--- src/rtl/core/assert_macros.svh ---
// Assertion macros shared by the histogram RTL.
// CHK_IMPLY checks a same-cycle implication, CHK_NEXT checks the following cycle.
`ifndef ASSERT_MACROS_SVH
`define ASSERT_MACROS_SVH
`ifndef SYNTH
`define CHK_IMPLY(lbl, clk, rst_n, ante, cons, msg) \
	lbl: assert property (@(posedge clk) disable iff (!rst_n) (ante) |-> (cons)) \
		else $error(msg);
`define CHK_NEXT(lbl, clk, rst_n, ante, cons, msg) \
	lbl: assert property (@(posedge clk) disable iff (!rst_n) (ante) |=> (cons)) \
		else $error(msg);
`else
`define CHK_IMPLY(lbl, clk, rst_n, ante, cons, msg)
`define CHK_NEXT(lbl, clk, rst_n, ante, cons, msg)
`endif
`endif

--- src/rtl/core/gcsh_pkg.sv ---
package gcsh_pkg;

	// Grid shape and counter size
	localparam int GRID_COLUMNS = 16;
	localparam int GRID_ROWS    = 16;
	localparam int COUNT_BITS   = 32;
	localparam int CELL_TOTAL   = GRID_COLUMNS * GRID_ROWS;

	// Counter store
	localparam int STORE_DEPTH = 256;
	localparam int ADDR_BITS   = $clog2(STORE_DEPTH);

	// Field widths fixed by the interface
	localparam int OUT_BITS = 32;
	localparam int ADD_BITS = 32;
	localparam int DIV_BITS = 16;
	localparam int STEP_BITS = $clog2(DIV_BITS);

	// Operation codes
	localparam logic [1:0] OP_BIN   = 2'd0;
	localparam logic [1:0] OP_MERGE = 2'd1;
	localparam logic [1:0] OP_READ  = 2'd2;

	// Health status codes
	localparam logic [1:0] ST_NON_INFECTED = 2'd0;
	localparam logic [1:0] ST_INFECTED     = 2'd1;
	localparam logic [1:0] ST_IMMUNE       = 2'd2;

	// Configuration register indexes
	localparam logic [1:0] REG_AREA_WIDTH  = 2'd0;
	localparam logic [1:0] REG_AREA_LENGTH = 2'd1;
	localparam logic [1:0] REG_CELL_WIDTH  = 2'd2;
	localparam logic [1:0] REG_CELL_LENGTH = 2'd3;

	// One cell record: three status counters
	typedef struct packed {
		logic [COUNT_BITS-1:0] healthy;
		logic [COUNT_BITS-1:0] infected;
		logic [COUNT_BITS-1:0] immune;
	} cell_counts_t;

	// Divider request and result
	typedef struct packed {
		logic                start;
		logic [DIV_BITS-1:0] dividend;
		logic [DIV_BITS-1:0] divisor;
	} div_req_t;

	typedef struct packed {
		logic                done;
		logic [DIV_BITS-1:0] quotient;
		logic [DIV_BITS-1:0] remainder;
	} div_res_t;

	// Store ports
	typedef struct packed {
		logic                 en;
		logic [ADDR_BITS-1:0] addr;
	} store_rd_t;

	typedef struct packed {
		logic                 en;
		logic [ADDR_BITS-1:0] addr;
		cell_counts_t         data;
	} store_wr_t;

endpackage

--- src/rtl/core/gcsh_div.sv ---
`include "assert_macros.svh"

module gcsh_div (
	input  logic               clk,
	input  logic               arst_n,
	input  gcsh_pkg::div_req_t req,
	output gcsh_pkg::div_res_t res
);

	logic                               busy_q;
	logic                               done_q;
	logic [gcsh_pkg::STEP_BITS-1:0]     step_q;
	logic [gcsh_pkg::DIV_BITS-1:0]      rem_q;
	logic [gcsh_pkg::DIV_BITS-1:0]      quo_q;
	logic [gcsh_pkg::DIV_BITS-1:0]      dvs_q;
	logic [gcsh_pkg::DIV_BITS:0]        shifted;
	logic                               ge;
	logic [gcsh_pkg::DIV_BITS:0]        diff;

	// One restoring step: shift in the next dividend bit, subtract if it fits
	always_comb begin
		shifted = {rem_q, quo_q[gcsh_pkg::DIV_BITS-1]};
		ge      = shifted >= {1'b0, dvs_q};
		diff    = shifted - {1'b0, dvs_q};
	end

	// Load on start, then advance one quotient bit per cycle
	always_ff @(posedge clk or negedge arst_n) begin
		if (!arst_n) begin
			busy_q <= 1'b0;
			done_q <= 1'b0;
			step_q <= '0;
		end else begin
			done_q <= 1'b0;
			if (req.start) begin
				busy_q <= 1'b1;
				step_q <= '0;
			end else if (busy_q) begin
				step_q <= step_q + 1'b1;
				if (step_q == gcsh_pkg::STEP_BITS'(gcsh_pkg::DIV_BITS - 1)) begin
					busy_q <= 1'b0;
					done_q <= 1'b1;
				end
			end
		end
	end

	// Datapath: remainder and quotient share the shift
	always_ff @(posedge clk) begin
		if (req.start) begin
			rem_q <= '0;
			quo_q <= req.dividend;
			dvs_q <= req.divisor;
		end else if (busy_q) begin
			rem_q <= ge ? diff[gcsh_pkg::DIV_BITS-1:0] : shifted[gcsh_pkg::DIV_BITS-1:0];
			quo_q <= {quo_q[gcsh_pkg::DIV_BITS-2:0], ge};
		end
	end

	assign res.done      = done_q;
	assign res.quotient  = quo_q;
	assign res.remainder = rem_q;

	`CHK_IMPLY(a_no_restart, clk, arst_n, req.start, !busy_q, "divider restarted while busy")
	`CHK_NEXT(a_done_pulse, clk, arst_n, done_q, !done_q && !busy_q, "done held or busy after done")

endmodule

--- config.mk ---
export PLATFORM = sky130hd
export DESIGN_NAME = gcsh_div
export DESIGN_NICKNAME = d
export VERILOG_FILES = /design/src/rtl/core/gcsh_pkg.sv /design/src/rtl/core/gcsh_div.sv
export VERILOG_INCLUDE_DIRS = /design/src /design/src/rtl/core
export SDC_FILE = /design/constraint.sdc
export NUM_CORES = 1
export LEC_CHECK = 0
export BUFFER_PORTS_ARGS = -buffer_cell sky130_fd_sc_hd__buf_2
export CORE_UTILIZATION = 59
export DETAILED_ROUTE_END_ITERATION = 7
export PLACE_DENSITY_LB_ADDON = 0.1
export SETUP_SLACK_MARGIN = 0.2
export SLEW_MARGIN = 15
export SYNTH_ARGS = -nofsm -noshare
export SYNTH_HDL_FRONTEND = slang
export SYNTH_SLANG_ARGS = --single-unit
--- constraint.sdc ---
create_clock -name clk -period 3.75 [get_ports clk]
set_input_delay 0.75 -clock clk [delete_from_list [all_inputs] [get_ports clk]]
set_output_delay 0.75 -clock clk [all_outputs]
set_load 0.005 [all_outputs]
==> summary.md <==
| Metric | Value |
|---|---|
| Sequential share of the synthesized area | between 40% and 50% |
| Crit end category | flop |
| # fillers | around 440 |
| Hpwl dp | 4830 um |
| Area share of the largest cell type after synthesis | between 30% and 40% |
| Core Box Area | 5140 um^2 |
| Pwr dens | about 620 nW/um^2 |
| Postcts setup bufs | 0 |
| RSZ-0062 raised after global routing | no |
| Worst slew margin | just over 50% |
| Post-Route WL | roughly 6600 um |
| Slowest cell on the critical path | fa_1 |
| Drc violations | 0 |
| Final hold vios | 0 |
| Number of global-route vias before repair | about 2,300 |
| Number of synthesized flops with an enable pin | 32 |
| Final Setup Violations | 0 |
| H-Tree Depth | 2 |
| Layout area overhead | 14.0% |
| WHS | around 0.24 ns |
| CP Cell Sequence | inv_1, ha_1, fa_1, nand2b_1, a21oi_1, a41oi_1, o31ai_1, o21ai_1, a311oi_1 |
| Period utilization | 69.9% |
| Gpl congestion | 0.862 |
| Worst path max stage delay | ~0.42 ns |
| Main synth FF type | edfxtp_1 |
| Die height | ~75 um |
| Post-CTS Resized | 0 |
| # IOs | 68 |
| Diodes inserted | 0 |
| Slew @ Worst Pin | approximately 0.73 ns |
| R2R setup slack | 1.13 ns |
| Global-route wire length before repair | 10,800 um |
| Grt ovf | 0 |
| Die area | approximately 5700 um^2 |
| CTS Sinks | between 50 and 60 |
| Async SR Flop Fraction | 11.1% |
| Worst skew pair latency | ~0.31 ns |
| Synthesized flop and latch total | 54 |
| Initial drt markers | ~210 |
| Total Routing Usage GR | around a quarter |
| Hold crit path type | primary input to asynchronous set/reset pin |
| WL per Instance | 15.1 um |
| Die extent in x | roughly 75 um |
| CP Launch Type | flop |
| Cts bufs inserted | 5 |
| Hold_buf cts | 0 |
| Largest area contributor in the netlist | edfxtp_1 |
| Worst-path clk slew | 0.10 ns |
| Layout Nets | ~420 |
| Max-slew violations | 0 |
| Cells on worst reg2reg path | 9 |
| Port buffer count | 67 |
| Longest Clk Path Bufs | 2 |
| Area after DPL | between 3000 and 4000 um^2 |
| Worst setup startpoint | quo_q[15] |
| Max Clock Freq | 382 MHz |
| Syn Area/Cell | roughly 10 um^2 |
| Critical path arrival | 2.85 ns |
| Via Count | about 2,500 |
| DRT Pass-1 Iters | 5 |
| Commonest cells after routing, fill and taps aside | buf_2, edfxtp_1, nor2_1 |
| Layout cell share with drive strength beyond 1 | 27.6% |
| Synth warn | 0 |
| Maximum vdd drop | roughly 340 uV |
| Max Cap Viol | 0 |
| Synth cell types | 58 |
| Min cycle time layout | 2.62 ns |
| Final clock skew | about 0.0039 ns |
| Initial Util | a little over 60% |
| Initial antenna violation count | 0 |
| Status | finished clean |
| Vias per cell | slightly below 6 |
| DRT antenna net count | 0 |
| Fin Setup TNS | 0 ns |
| Pleak | 1.62 nW |
| Mapped Area | 3180 um^2 |
| Layout Utilization | 70.5% |
| CTS tree | built |
| Crit Path Class | flop to flop |
| Post-synthesis net count | between 300 and 400 |
| CP max FO | 3 |
| Site Rows | 26 |
| Synthesized netlist cell count | 305 |
| WP data required | between 3 and 4 ns |
| Clock Tree Root | clkbuf_8 |
| Largest net degree at the start of global routing | 30 |
| Final instance area | around 3600 um^2 |
| Most common cell after layout, fill and taps aside | buf_2 |
| Reg-to-reg startpoint | quo_q[15] |
| Ranking of synthesized cells by area | edfxtp_1, dfxtp_1, ha_1 |
sequential cells by signal, indices dropped and copies added (netlist names):
name,count
busy_q,1
done_q,1
dvs_q,16
quo_q,16
rem_q,16
step_q,4
final cells by class:
class	count	area, um^2	area share, %
sequential	54	1430	39.5
clock buffer	5	68.8	1.90
timing repair buffer	69	350	9.67
clock inverter	3	20.0	0.552
inverter	21	78.8	2.17
multi-input combinational	214	1590	43.8
tap	70	87.6	2.42
per-stage QoR:
stage	setup slack [ns]	power (mW)	instances
6_report	1.13	2.23	436
5_1_grt	0.951	2.40	436
4_1_cts	1.16	2.24	436
3_5_place_dp	1.21	1.91	428
3_3_place_gp	1.23	1.88	428
2_1_floorplan	1.57	1.64	305
cell usage after synthesis, drive strengths merged, types with 2 or more instances:
cell	count
nor2b	3
a211oi	5
inv	21
and4	2
o21ai	13
nor2	29
mux2i	7
or3	2
nand3	8
mux2	16
a311oi	9
nand2	23
buf	9
clkbuf	7
o31ai	4
a32o	2
a2111oi	2
dfrtp	6
a21oi	15
xnor2	6
ha	17
nand2b	7
o2111ai	2
a21o	8
edfxtp	32
nand4	5
nor3	4
xor2	4
dfxtp	16
worst paths after layout:
kind                                   to
worst max-delay path            rem_q[12]
worst min-delay path               busy_q
worst max register to register  rem_q[12]
worst min register to register   rem_q[3]
max in group asynchronous       step_q[0]
min in group clk                 rem_q[3]
where the power goes:
group	internal [mW]	switching [mW]
combinational	0.448	0.620
clock	0.132	0.199
sequential	0.744	0.0908
kinds of logic after synthesis:
logic type,share of synthesized area (%)
xor gates and xnor gates,2.75
DFF,45.0
and+or+nand+nor,13.3
adders and majority gates,7.32
muxes,7.87
buffers and inverters,5.04
AOI/OAI and AO/OA,18.7
layer usage:
| metal | global-route usage, % | share of wire [%] | wire (um) | vias to the layer above |
|---|---|---|---|---|
| met5 | 0 | 0 | 0 | - |
| met4 | 6.17 | 1.6 | 103 | 0 |
| met3 | 4.50 | 5.4 | 355 | 9 |
| met2 | 41.2 | 46 | 3030 | 91 |
| met1 | 35.4 | 47 | 3090 | 1194 |
| li1 | - | - | - | 1253 |
critical path, delay by kind of cell, from the launching register on:
family                   cells  cell delay, ns
AND/OR/NAND/NOR              1            0.19
adder cells (fa/ha/maj)      2            0.64
buffers and inverters        1            0.05
AO/OA/AOI/OAI                5            1.27
flip-flops                   1            0.39
Note: power is estimated with default switching activity, not from simulation.
